===== config.mk =====
export PLATFORM = sky130hd
export DESIGN_NAME = sdd_queue_cell
export DESIGN_NICKNAME = d
export VERILOG_FILES = /design/src/hdl/sdd_pkg.sv /design/src/hdl/sdd_queue_cell.sv
export SDC_FILE = /design/constraint.sdc
export NUM_CORES = 1
export LEC_CHECK = 0
export BUFFER_PORTS_ARGS = -buffer_cell sky130_fd_sc_hd__buf_2
export CAP_MARGIN = 10
export CORE_ASPECT_RATIO = 1.5
export CORE_UTILIZATION = 40
export DETAILED_ROUTE_END_ITERATION = 8
export GPL_TIMING_DRIVEN = 0
export PLACE_DENSITY = 0.85
export SYNTH_ARGS = -nofsm -noshare
export SYNTH_HDL_FRONTEND = slang
export SYNTH_SLANG_ARGS = --single-unit

===== constraint.sdc =====
create_clock -name clock -period 2.6 [get_ports clock]
set_input_delay 0.65 -clock clock [delete_from_list [all_inputs] [get_ports clock]]
set_output_delay 0.65 -clock clock [all_outputs]
set_load 0.01 [all_outputs]

===== src/hdl/sdd_pkg.sv =====
// Package for the setup/delayed-off server dispatcher.
// Holds server mode codes, register codes, the cell command struct and shared helpers.
// No dependencies.
`default_nettype none
package sdd_pkg;

   localparam int TAG_W     = 16;
   localparam int CFG_W     = 16;
   localparam int INUSE_W   = 4;
   localparam int QJOBS_W   = 7;
   localparam int SIDX_W    = 3;
   localparam int PADDR_W   = 4;
   localparam int PDATA_W   = 32;

   typedef enum logic [1:0] {
      MODE_OFF   = 2'd0,
      MODE_SETUP = 2'd1,
      MODE_BUSY  = 2'd2,
      MODE_DOFF  = 2'd3
   } mode_type;

   typedef enum logic [1:0] {
      REG_SETUP_TICKS = 2'd0,
      REG_DOFF_TICKS  = 2'd1,
      REG_IN_USE      = 2'd2,
      REG_NONE        = 2'd3
   } reg_idx_type;

   localparam logic [1:0] RANK_DOFF = 2'd0;
   localparam logic [1:0] RANK_OFF  = 2'd1;
   localparam logic [1:0] RANK_SETUP = 2'd2;
   localparam logic [1:0] RANK_BUSY = 2'd3;

   // Command to one server cell for the current cycle.
   typedef struct packed {
      logic tick;
      logic start;
      logic power_up;
      logic shut_off;
   } cell_cmd_type;

   // Dispatch preference: lower is better.
   function automatic logic [1:0] rank_of(input mode_type m);
      logic [1:0] r;
      unique case (m)
         MODE_DOFF:  r = RANK_DOFF;
         MODE_OFF:   r = RANK_OFF;
         MODE_SETUP: r = RANK_SETUP;
         default:    r = RANK_BUSY;
      endcase
      return r;
   endfunction

endpackage
`default_nettype wire


===== src/hdl/sdd_queue_cell.sv =====
// One slot of the job queue; takes its right neighbor's entry on shift, a new job on load.
// Depends on sdd_pkg.
`default_nettype none
module sdd_queue_cell
   import sdd_pkg::*;
#(
   parameter int TIME_BITS = 16,
   parameter int OWN_W     = 3
) (
   input  wire logic                 clock,
   input  wire logic                 shift,
   input  wire logic                 load,
   input  wire logic [TAG_W-1:0]     nb_tag,
   input  wire logic [TIME_BITS-1:0] nb_svc,
   input  wire logic                 nb_mark,
   input  wire logic [OWN_W-1:0]     nb_own,
   input  wire logic [TAG_W-1:0]     new_tag,
   input  wire logic [TIME_BITS-1:0] new_svc,
   input  wire logic                 new_mark,
   input  wire logic [OWN_W-1:0]     new_own,
   output logic [TAG_W-1:0]          tag,
   output logic [TIME_BITS-1:0]      svc,
   output logic                      mark,
   output logic [OWN_W-1:0]          own
);

   logic [TAG_W-1:0]     tag_ff;
   logic [TIME_BITS-1:0] svc_ff;
   logic                 mark_ff;
   logic [OWN_W-1:0]     own_ff;

   always_ff @(posedge clock) begin
      if (load) begin
         tag_ff  <= new_tag;
         svc_ff  <= new_svc;
         mark_ff <= new_mark;
         own_ff  <= new_own;
      end else if (shift) begin
         tag_ff  <= nb_tag;
         svc_ff  <= nb_svc;
         mark_ff <= nb_mark;
         own_ff  <= nb_own;
      end
   end

   assign tag  = tag_ff;
   assign svc  = svc_ff;
   assign mark = mark_ff;
   assign own  = own_ff;

endmodule
`default_nettype wire


# Word-level counts from Yosys, hierarchy flattened
# Cells that the tools add are included.
# word_totals
regBits	36
output_inout_bits	36
word_cells	13
# classes
mux	8
reduce_logical	1
# op_table
operator	n
$mux 16	4
$mux 3	2
$mux 1	2
$reduce_bool 2->1	1

# Logic depth before layout (Yosys ltp)
# logic_depth
ltp_word	2
depth_mapped	3
ltp_nobuf	1

# Least setup slack after synthesis
# No wires, ideal clock.
# synth_path
path_kind	input-to-reg
start	in load
end	reg mark_ff (netlist: mark) (enable)
setup_ns	0.395
arrival_time_ns	1.783
t_required_ns	2.205
setup_slack_ns	0.422
path_stages	3
cell_sequence	buf_6 -> buf_12 -> or2_1
# synth_via
elab_chain_cells	1
# synth_lines
item	line	rtl
start, declared	sdd_queue_cell.sv:12	input wire logic load,
$reduce_bool 2->1 (no line)	--	
end signal, assigned	sdd_queue_cell.sv:36	mark_ff <= new_mark;
end signal, assigned	sdd_queue_cell.sv:41	mark_ff <= nb_mark;
end, declared	sdd_queue_cell.sv:29	logic mark_ff;
# No other way between the ends.
# A chain may end at the register's enable or synchronous reset.

# Final worst setup path
# layout_path
start	in load
end	reg svc_ff[9] (netlist: svc[9]) (enable)
# layout_via
elab_chain_cells	1
# layout_lines
item	line	rtl
$reduce_bool 2->1 (no line)	--	
end signal, assigned	sdd_queue_cell.sv:35	svc_ff <= new_svc;
end signal, assigned	sdd_queue_cell.sv:40	svc_ff <= nb_svc;
end, declared	sdd_queue_cell.sv:28	logic [TIME_BITS-1:0] svc_ff;
# No other way between the ends.

==> results by group <==
Finish
  – Most frequent cells in the layout: buf_2 (109), edfxtp_1 (36), mux2_4 (29)
  – Area grow syn2layout: 42.4%
  – Layout Nets: between 200 and 300
  – Fill cells: 320
  – Most common cell after layout, fill and taps aside: buf_2
  – Layout cell share with drive strength beyond 1: 0.795
  – Antenna diodes: 0
  – Final Core Density: 0.602

Synth
  – Syn avg cell area: approximately 22 um2
  – Yosys cell types: 6
  – Cells after Synth: 77
  – Yosys synthesis warning count: 0
  – Syn_nets: 152
  – Post-synthesis sequential area ratio: 0.646
  – Seq cells post-synth: 36
  – Cell area after synthesis: 0.00167 mm2

Global route
  – Total Routing Usage GR: 0.173
  – Vias in the first global route: roughly 1100
  – Initial antenna violation count: 0
  – First-pass GRT wire length: 5110 um
  – GR Overflow Total: 0
  – Largest net degree at the start of global routing: 20

Timing
  – Setup Total Neg Slack: 0 ns
  – Max-slew violations: 0
  – Slew of the pin with the lowest slew margin: between 0.8 and 0.9 ns
  – FMAX: 0.531 GHz
  – Hold Vio Cnt, Final: 0
  – Minimum clock period: 1.88 ns
  – Tcrit/Tclk final: 0.724
  – RSZ-0062 raised after global routing: no
  – Headroom to the max-slew limit: 0.427
  – Setup violators final: 0

Routing
  – Routed Antenna Nets: 0
  – Final wirelength: 3420 um
  – Drt pass-1 iters: 4
  – DR vias/cell: 4.60
  – DRC: 0
  – Wirelength per Cell: 14.2 um
  – Routed vias: 1103
  – DRT iter0 DRCs: 7

Critical path
  – Max FO, Critical Path: 19
  – Slowest cell delay on critical path: ~0.67 ns
  – Crit path buf inv count: 3
  – Crit end category: flop
  – Setup CP Type: in -> reg
  – CP top delay family: simple AND/OR/NAND/NOR gates
  – WP data required: 2.59 ns
  – Worst path slowest cell: or2_1
  – Critical Path, Cell by Cell: buf_6, buf_12, or2_1, buf_16
  – CP Launch Type: input pin
  – WP data arrival: between 1.5 and 2 ns

Clock tree
  – CTS tree: built
  – Post-CTS Hold Buffers: 0
  – Clk pin slew, worst setup/hold paths: around 0.070 ns
  – Clk root buf: clkbuf_8
  – Post-CTS sizing: 0
  – Clk sinks: 36
  – Num CTS Buffers: 5
  – H-tree lvl count: 2
  – Post-CTS Setup Inserts: 0
  – Clock buffer depth: 2

Power
  – Leakage Power: 1.15 nW
  – Power per cell area: 572 mW/mm2
  – Peak supply drop: 0.000466 V

Die
  – DIE HEIGHT: around 80 um
  – Core box area: 0.00396 mm2
  – Die width: 54.8 um
  – Num ports: 111
  – Die ar.: roughly 0.0045 mm2
  – Initial core utilization: 0.423
  – Placement row count: 28

Run status
  – Status: finished, final reports clean

Hold path
  – Hold EP: svc[2]
  – Hold WC Path Type: in -> reg
  – HP Start: new_svc[2]
  – Hold path cells: 2

Job
  – Max cap viols: 0

Place
  – Port Buf Inserts: 109
  – GP Congestion: 0.724
sequential cells by signal (all words and copies together), names as in the netlist:
| name | cells |
|---|---|
| mark | 1 |
| svc | 16 |
| own | 3 |
| tag | 16 |
worst max path at each step:
| stage | from | endpoint | slack [ns] | cells past startpoint |
|---|---|---|---|---|
| 2_1_floorplan | load | mark | 0.42 | 3 |
| 3_3_place_gp | load | tag[0] | 0.13 | 3 |
| 3_5_place_dp | load | svc[11] | 0.40 | 4 |
| 4_1_cts | load | svc[11] | 0.71 | 4 |
| 5_1_grt | load | svc[9] | 0.65 | 4 |
| 6_report | load | svc[9] | 0.72 | 4 |
cell families (layout without fill, tap and decap cells):
family | Yosys count | in the layout | share of synthesized area
multiplexers | 36 | 36 | 0.307
flip-flops | 36 | 36 | 0.646
buffers and inverters | 4 | 122 | 0.0426
AND/OR/NAND/NOR | 1 | 1 | 0.00374
power by group:
group / leakage (nW) / internal (W) / switching (W)
logic: 0.744 / 0.000153 / 0.000111
registers: 0.367 / 0.000712 / 0.0000132
clock network: 0.0399 / 0.000186 / 0.000187
synth_stat cells:
cell type	count	area (um2)
buf_12	3	60.1
mux2_2	7	78.8
mux2_4	29	435
buf_6	1	11.3
or2_1	1	6.26
edfxtp_1	36	1080
final cells by class:
cell class,instances,area (um2),share of cell area
tap,45,56.3,0.0236
clock inverter,1,3.75,0.00158
multi-input combinational,37,520,0.218
timing repair buffer,110,573,0.241
sequential,36,1080,0.454
clock buffer,7,76.3,0.0320
buffer,4,71.3,0.0299
through the flow:
step           hold WS, ns  power (W)  cell area, um2  std cells  setup WS (ns)
5_1_grt              0.643    0.00142            2380        240          0.649
2_1_floorplan        0.867   0.000876            1670         77          0.422
3_5_place_dp         0.953    0.00101            2300        232          0.397
3_3_place_gp         0.950   0.000992            2270        231          0.132
4_1_cts              0.648    0.00138            2380        240          0.705
6_report             0.659    0.00136            2380        240          0.718
routing by layer:
layer  vias to the layer above  share of wire  track usage
met5                         -              0            0
met2                        71           0.54        0.282
met3                        12          0.079       0.0712
met1                       487           0.33        0.165
li1                        533              -            -
met4                         0          0.043        0.128
No activity file was read; power rests on OpenSTA's default activity.
