**src/hdl/sdd_pkg.sv**
```systemverilog
// Package for the setup/delayed-off server dispatcher.
// Holds server mode codes, register codes, the cell command struct and shared helpers.
// No dependencies.
`default_nettype none
package sdd_pkg;

   localparam int TAG_W     = 16;
   localparam int CFG_W     = 16;
   localparam int INUSE_W   = 4;
   localparam int QJOBS_W   = 7;
   localparam int SIDX_W    = 3;
   localparam int PADDR_W   = 4;
   localparam int PDATA_W   = 32;

   typedef enum logic [1:0] {
      MODE_OFF   = 2'd0,
      MODE_SETUP = 2'd1,
      MODE_BUSY  = 2'd2,
      MODE_DOFF  = 2'd3
   } mode_type;

   typedef enum logic [1:0] {
      REG_SETUP_TICKS = 2'd0,
      REG_DOFF_TICKS  = 2'd1,
      REG_IN_USE      = 2'd2,
      REG_NONE        = 2'd3
   } reg_idx_type;

   localparam logic [1:0] RANK_DOFF = 2'd0;
   localparam logic [1:0] RANK_OFF  = 2'd1;
   localparam logic [1:0] RANK_SETUP = 2'd2;
   localparam logic [1:0] RANK_BUSY = 2'd3;

   // Command to one server cell for the current cycle.
   typedef struct packed {
      logic tick;
      logic start;
      logic power_up;
      logic shut_off;
   } cell_cmd_type;

   // Dispatch preference: lower is better.
   function automatic logic [1:0] rank_of(input mode_type m);
      logic [1:0] r;
      unique case (m)
         MODE_DOFF:  r = RANK_DOFF;
         MODE_OFF:   r = RANK_OFF;
         MODE_SETUP: r = RANK_SETUP;
         default:    r = RANK_BUSY;
      endcase
      return r;
   endfunction

endpackage
`default_nettype wire

```
**src/hdl/sdd_server_cell.sv**
```systemverilog
// One server of the dispatcher: power state and the setup, idle and service countdowns.
// Depends on sdd_pkg.
`default_nettype none
module sdd_server_cell
   import sdd_pkg::*;
#(
   parameter int TIME_BITS = 16
) (
   input  wire logic                 clock,
   input  wire logic                 reset,
   input  wire cell_cmd_type         cmd,
   input  wire logic [TIME_BITS-1:0] setup_ticks,
   input  wire logic [TIME_BITS-1:0] doff_ticks,
   input  wire logic [TIME_BITS-1:0] job_svc,
   input  wire logic [TAG_W-1:0]     job_tag,
   output mode_type                  mode,
   output logic [TIME_BITS-1:0]      idle_left,
   output logic                      dep,
   output logic [TAG_W-1:0]          dep_tag
);

   mode_type               mode_ff, mode_in;
   logic [TIME_BITS-1:0]   setup_ff, setup_in;
   logic [TIME_BITS-1:0]   idle_ff, idle_in;
   logic [TIME_BITS-1:0]   svc_ff, svc_in;
   logic [TAG_W-1:0]       tag_ff, tag_in;
   logic                   dep_ff, dep_in;
   logic [TAG_W-1:0]       dtag_ff, dtag_in;

   always_comb begin
      mode_in  = mode_ff;
      setup_in = setup_ff;
      idle_in  = idle_ff;
      svc_in   = svc_ff;
      tag_in   = tag_ff;
      dep_in   = dep_ff;
      dtag_in  = dtag_ff;
      if (cmd.tick) begin
         dep_in = 1'b0;
         // setup ends into delayed-off, which runs down in the same tick
         if (mode_in == MODE_SETUP) begin
            if (setup_in != '0) setup_in = setup_in - 1'b1;
            if (setup_in == '0) begin
               mode_in = MODE_DOFF;
               idle_in = doff_ticks;
            end
         end
         if (mode_in == MODE_DOFF) begin
            if (idle_in != '0) idle_in = idle_in - 1'b1;
            if (idle_in == '0) mode_in = MODE_OFF;
         end
         if (mode_in == MODE_BUSY) begin
            if (svc_in != '0) svc_in = svc_in - 1'b1;
            if (svc_in == '0) begin
               mode_in = MODE_DOFF;
               idle_in = doff_ticks;
               dep_in  = 1'b1;
               dtag_in = tag_ff;
            end
         end
      end else if (cmd.start) begin
         mode_in = MODE_BUSY;
         svc_in  = job_svc;
         tag_in  = job_tag;
      end else if (cmd.power_up) begin
         mode_in  = MODE_SETUP;
         setup_in = setup_ticks;
      end else if (cmd.shut_off && mode_ff == MODE_SETUP) begin
         mode_in = MODE_OFF;
      end
   end

   always_ff @(posedge clock) begin
      if (reset) begin
         mode_ff  <= MODE_OFF;
         setup_ff <= '0;
         idle_ff  <= '0;
         svc_ff   <= '0;
         dep_ff   <= 1'b0;
      end else begin
         mode_ff  <= mode_in;
         setup_ff <= setup_in;
         idle_ff  <= idle_in;
         svc_ff   <= svc_in;
         dep_ff   <= dep_in;
      end
      tag_ff  <= tag_in;
      dtag_ff <= dtag_in;
   end

   assign mode      = mode_ff;
   assign idle_left = idle_ff;
   assign dep       = dep_ff;
   assign dep_tag   = dtag_ff;

endmodule
`default_nettype wire

```
**config.mk**
```make
export PLATFORM = sky130hd
export DESIGN_NAME = sdd_server_cell
export DESIGN_NICKNAME = d
export VERILOG_FILES = /design/src/hdl/sdd_pkg.sv /design/src/hdl/sdd_server_cell.sv
export SDC_FILE = /design/constraint.sdc
export NUM_CORES = 1
export LEC_CHECK = 0
export ABC_AREA = 1
export BUFFER_PORTS_ARGS = -buffer_cell sky130_fd_sc_hd__buf_2
export CAP_MARGIN = 20
export CORE_AREA = 3 3 91 114
export CTS_CLUSTER_DIAMETER = 80
export DETAILED_ROUTE_END_ITERATION = 10
export DIE_AREA = 0 0 94 117
export PLACE_DENSITY = 0.94
export SYNTH_ARGS = -nofsm -noshare
export SYNTH_HDL_FRONTEND = slang
export SYNTH_SLANG_ARGS = --single-unit
```
**constraint.sdc**
```tcl
create_clock -name clock -period 8.6 [get_ports clock]
set_input_delay 0.43 -clock clock [delete_from_list [all_inputs] [get_ports clock]]
set_output_delay 0.43 -clock clock [all_outputs]
set_load 0.05 [all_outputs]
```
### After elaboration in Yosys (flattened, before gate mapping)

Cells that the tools add are included.

* register bits after elaboration: 83
* bits in latches: 0
* memory bits (writable): 0
* ROM bits: 0
* input bits: 70
* logic and storage cells: 67
* memories: 0

* $add $sub $neg: 3
* multipliers: 0
* divide/modulo/power cells: 0
* magnitude comparators: 0
* eq/ne operators: 6
* shift-type cells: 0
* muxes and demuxes: 36
* bitwise logic cells: 1
* reductions and logical operators: 14

Operator list (count)
* 16-bit 2-to-1 mux: 22
* 16-bit zero test: 3
* 16-bit nonzero test: 3
* 16-bit by 1-bit subtractor with 16-bit output (second input constant): 3
* 2-bit 2-to-1 mux: 12
* 2-bit by 1-bit != test with 1-bit output (second input constant): 3
* 3-bit AND reduction: 2
* 2-bit equality test (second input constant): 2
* 2-bit AND reduction: 2
* 2-bit nonzero test: 2
* 4-bit nonzero test: 1
* 2-bit by 1-bit equality test with 1-bit output (second input constant): 1
* 1-bit 2-to-1 mux: 2
* 1-bit logical AND: 1
* 1-bit inverter: 1

### Longest topological paths before layout

* word-level depth: 23
* gate-level depth with buffers: 29

### Worst setup path before layout

Ideal clock, no wire load.

* path kind: register to register
* from: register setup_ff[0]
* to: register mode_ff[1] (netlist: mode[1])
* setup time: 0.120 ns
* arrival time: 2.908 ns
* required time: 8.480 ns
* slack: 5.572 ns
* cell stages (with the launch flop): 25
* path buffers: 2
* period minus slack after synthesis: 3.028 ns
* path through: dfxtp_1 -> inv_2 -> ha_1 -> nand2_4 -> nor2_4 -> nand2_4 -> buf_6 -> nand2_1 -> nand3_2 -> nor2_4 -> nand4_2 -> buf_6 -> nand2_1 -> nand2_1 -> ha_1 -> nand3_2 -> inv_1 -> nand2_1 -> nand2_1 -> o21ai_1 -> nand3_1 -> nor2_1 -> nand4_1 -> nand2_1 -> a21oi_1

* word-level cells in the longest chain between the ends: 19
* elaborated cells between the ends (all ways): 26

RTL lines
* start, declared: line sdd_server_cell.sv:23 `logic [TIME_BITS-1:0] setup_ff, setup_in;`
* start signal, assigned: line sdd_server_cell.sv:82 `setup_ff <= setup_in;`
* 16-bit by 1-bit subtractor with 16-bit output or 16-bit nonzero test (tied branches): line sdd_server_cell.sv:42 `if (setup_in != '0) setup_in = setup_in - 1'b1;`
* 16-bit 2-to-1 mux *: line sdd_server_cell.sv:42
* 16-bit 2-to-1 mux *: line sdd_server_cell.sv:41 `if (mode_in == MODE_SETUP) begin`
* 16-bit 2-to-1 mux *: line sdd_server_cell.sv:38 `if (cmd.tick) begin`
* 16-bit zero test *: line sdd_server_cell.sv:43 `if (setup_in == '0) begin`
* 16-bit 2-to-1 mux: line sdd_server_cell.sv:43
* 16-bit 2-to-1 mux: line sdd_server_cell.sv:41
* 16-bit 2-to-1 mux: line sdd_server_cell.sv:38
* [3 not listed]
* 16-bit 2-to-1 mux: line sdd_server_cell.sv:38
* 16-bit zero test: line sdd_server_cell.sv:50 `if (idle_in == '0) mode_in = MODE_OFF;`
* 2-bit 2-to-1 mux: line sdd_server_cell.sv:50
* 2-bit 2-to-1 mux *: line sdd_server_cell.sv:48 `if (mode_in == MODE_DOFF) begin`
* 2-bit 2-to-1 mux *: line sdd_server_cell.sv:38
* 2-bit equality test or 2-bit 2-to-1 mux (tied branches): line sdd_server_cell.sv:52, sdd_server_cell.sv:54
* 2-bit 2-to-1 mux *: line sdd_server_cell.sv:52 `if (mode_in == MODE_BUSY) begin`
* 2-bit 2-to-1 mux *: line sdd_server_cell.sv:38
* end signal, assigned: line sdd_server_cell.sv:81 `mode_ff <= mode_in;`
* end, declared: line sdd_server_cell.sv:22 `mode_type mode_ff, mode_in;`

Every way passes the cells marked *; elsewhere a longest branch is shown, timed or not. The select of a mux whose other input is x is not followed.
A chain may end at the register's enable or synchronous reset.

### Worst setup path in the final report

Same ends and word-level chain as after synthesis.

==> reports/qor.yml <==
status:
  run_status: "finished clean"
logic_synthesis:
  ys_seq_area_share_pct: 35.1
  synth_area_per_cell_sq_um: 6.70
  synthesis.area_sq_um: 5650
  count_of_state_elements_after_synthesis: 83
  syn-num-nets: 917
  cell_variety_after_synth: 38
  postSynthCellCount: 843
  synth-warning-count: 0
timing:
  clock.fmax_mhz: 243
  clock-skew-final_ps: 10.1
  hold_viol: 0
  timing_worst_slew_pin_value_ps: 1000
  worst_rel_slew_slack_pct: 33.2
  grt_setup_unrepaired: "no"
  fin_setup_tns_ps: 0
  setup_violations: 0
  fin_crit_ps: 4120
  max_transition_viols_final: 0
  worst_slack_ps: 4480
  final.period_utilization_pct: 47.9
grt:
  maximum_number_of_pins_on_one_net_before_global_route_repair: 68
  first_global_vias: 5470
  global_route_wire_length_before_repair_um: 25100
  grt.overflow.total: 0
  antenna_violations_before_repair: 0
  gr-usage-all-layers_pct: 28.8
cells_and_area:
  mostFrequentLayoutCells: "274 x sky130_fd_sc_hd__nand2_1, 104 x sky130_fd_sc_hd__buf_2, 95 x sky130_fd_sc_hd__inv_1"
  layout.cells.most_common: "sky130_fd_sc_hd__nand2_1"
  insertedDiodeCount: 0
  final_net_count: 1001
  layout_overhead_on_the_synthesized_area_pct: 15.3
  post_route_cells_drive_above_1_share_pct: 18.1
clock_tree:
  postCtsHoldBufs: 0
  cts_tree: "built"
  clock_tree.buffer_depth: 2
  clock-sinks: 83
  htree_levels: 3
  postCtsSetupRepairBufs: 0
  cts_repair_resize_count: 0
  clk-insertion-delay-late_ps: 350
  cts.root.buffer_cell: "sky130_fd_sc_hd__clkbuf_16"
  clkTransAtPathRegs_ps: 70
  cts_inserted_buffers: 9
route:
  wl_per_cell_um: 14.8
  vias: 5980
  first_pass_iters: 5
  post_detailed_route_count_of_antenna_violating_nets: 0
  drt-total-wl_um: 15600
  viasPerCell: 5.67
  drc: 0
  dr.first_iter.drc_count: 415
die:
  horiz_die_dim_um: 94
  core_area_sq_um: 9270
  die_h_um: 117
  initial_core_util_pct: 60.9
  boundaryPins: 105
  std_cell_rows: 39
  die_area_sq_um: 11000
critical_path:
  worstSetupPathType: "flop to flop"
  crit_required_ps: 8840
  critical_path_arrival_ps: 4360
  startpoint_type: "flop"
  cp-end-kind: "flop"
  timing.critical_path.fanout_max: 26
flow_run:
  maximum_capacitance_violations: 0
pwr:
  powerDensity_nw_per_um2: 180
  total_leakage_power_nw: 3.17
  worst_ir_drop_vdd_mv: 0.103
placed_design:
  dp_worst_setup_slack_ps: 4390
  io_buffer_count: 104
  place.gp.congestion: 1.04
  place_hpwl_um: 11100
min_path:
  holdCritPathClass: "input port to flop"
## logic make-up after synthesis
logic type,share of synthesized area (%)
xor gates and xnor gates,2.17
and+or+nand+nor,37.2
adders and majority gates,0.886
AOI/OAI and AO/OA,15.0
DFF,35.1
buffers and inverters,9.64
## cells in the mapped netlist, drive strengths merged
cell type    n  area, sq um
or2          2         12.5
nor3b        1         7.51
edfxtp      32          961
clkbuf      27          101
dfxtp       51         1020
o211ai      22          165
nand3       53          280
clkinv       1         3.75
nand3b       3         22.5
nor3         7         35.0
o21ai       46          253
a21boi       1         7.51
a21oi       18         90.1
inv         99          372
o21a         1         7.51
o2111ai     11         96.3
nor2        83          392
nand2      288         1130
a31oi       34          213
xor2        12          105
nand4       34          219
and2         1         6.26
o21bai       2         15.0
ha           4         50.1
buf          8         67.6
xnor2        2         17.5
## layout make-up
class	count	area [sq um]
multi-input cells	625	3120
well taps	123	154
fillers	801	2760
clock buffers	9	225
repair buffers	108	571
clock inverters	7	82.6
inverters	100	375
flip-flops and latches	83	1980
## final timing paths
kind,startpoint,to,slack (ps),depth (start not counted)
worst min register to register,tag_ff[6],dep_tag[6],420,0
worst max register to register,setup_ff[0],mode[1],4480,23
worst min-delay path,job_tag[11],tag_ff[11],260,1
worst max-delay path,setup_ff[0],mode[1],4480,23
## state kept, by name, indices dropped and copies added, names as in the netlist
| register | cells |
|---|---|
| mode | 2 |
| idle_left | 16 |
| svc_ff | 16 |
| dep | 1 |
| setup_ff | 16 |
| tag_ff | 16 |
| dep_tag | 16 |
## metrics by stage
| step | util, % | hold WS, ps | total power [mW] | cells | instance area [sq um] |
|---|---|---|---|---|---|
| finish | 70.2 | 255 | 1.17 | 1055 | 6510 |
| global route | 70.2 | 250 | 1.23 | 1055 | 6510 |
| CTS | 69.9 | 249 | 1.17 | 1054 | 6480 |
| detailed placement | 66.6 | 405 | 0.767 | 1038 | 6170 |
| global placement | 66.6 | 401 | 0.761 | 1038 | 6170 |
| floorplan | - | 400 | 0.695 | 843 | 5650 |
## routing by layer
metal	wire, um	track usage (%)
met5	0	0
met4	591	14.6
met3	1030	4.80
met2	7660	49.7
met1	6330	34.6
## worst max-delay path: stages (launching register included)
cell and delay, ps:
sky130_fd_sc_hd__dfxtp_1 340, sky130_fd_sc_hd__inv_2 90, sky130_fd_sc_hd__ha_1 280, sky130_fd_sc_hd__nand2_4 110, sky130_fd_sc_hd__nor2_4 160, sky130_fd_sc_hd__nand2_4 170
sky130_fd_sc_hd__nand2_1 150, sky130_fd_sc_hd__inv_1 60, sky130_fd_sc_hd__nor2_1 90, sky130_fd_sc_hd__nand3_1 120, sky130_fd_sc_hd__nor2_4 390, sky130_fd_sc_hd__nand3_2 410
sky130_fd_sc_hd__nand2_1 150, sky130_fd_sc_hd__nand2_1 160, sky130_fd_sc_hd__nor2_4 160, sky130_fd_sc_hd__nand3_1 80, sky130_fd_sc_hd__nor2_1 120, sky130_fd_sc_hd__nand2_2 190
sky130_fd_sc_hd__o21ai_1 200, sky130_fd_sc_hd__nand4_1 120, sky130_fd_sc_hd__nor2_1 150, sky130_fd_sc_hd__nand4_1 120, sky130_fd_sc_hd__nand2_1 100, sky130_fd_sc_hd__a21oi_1 70
## power breakdown
group	switching (mW)	leakage [nW]	internal [mW]
Sequential	0.0181	0.711	0.429
Combinational	0.218	2.31	0.104
Clock	0.173	0.152	0.231
No activity file was read; power rests on OpenSTA's default activity.
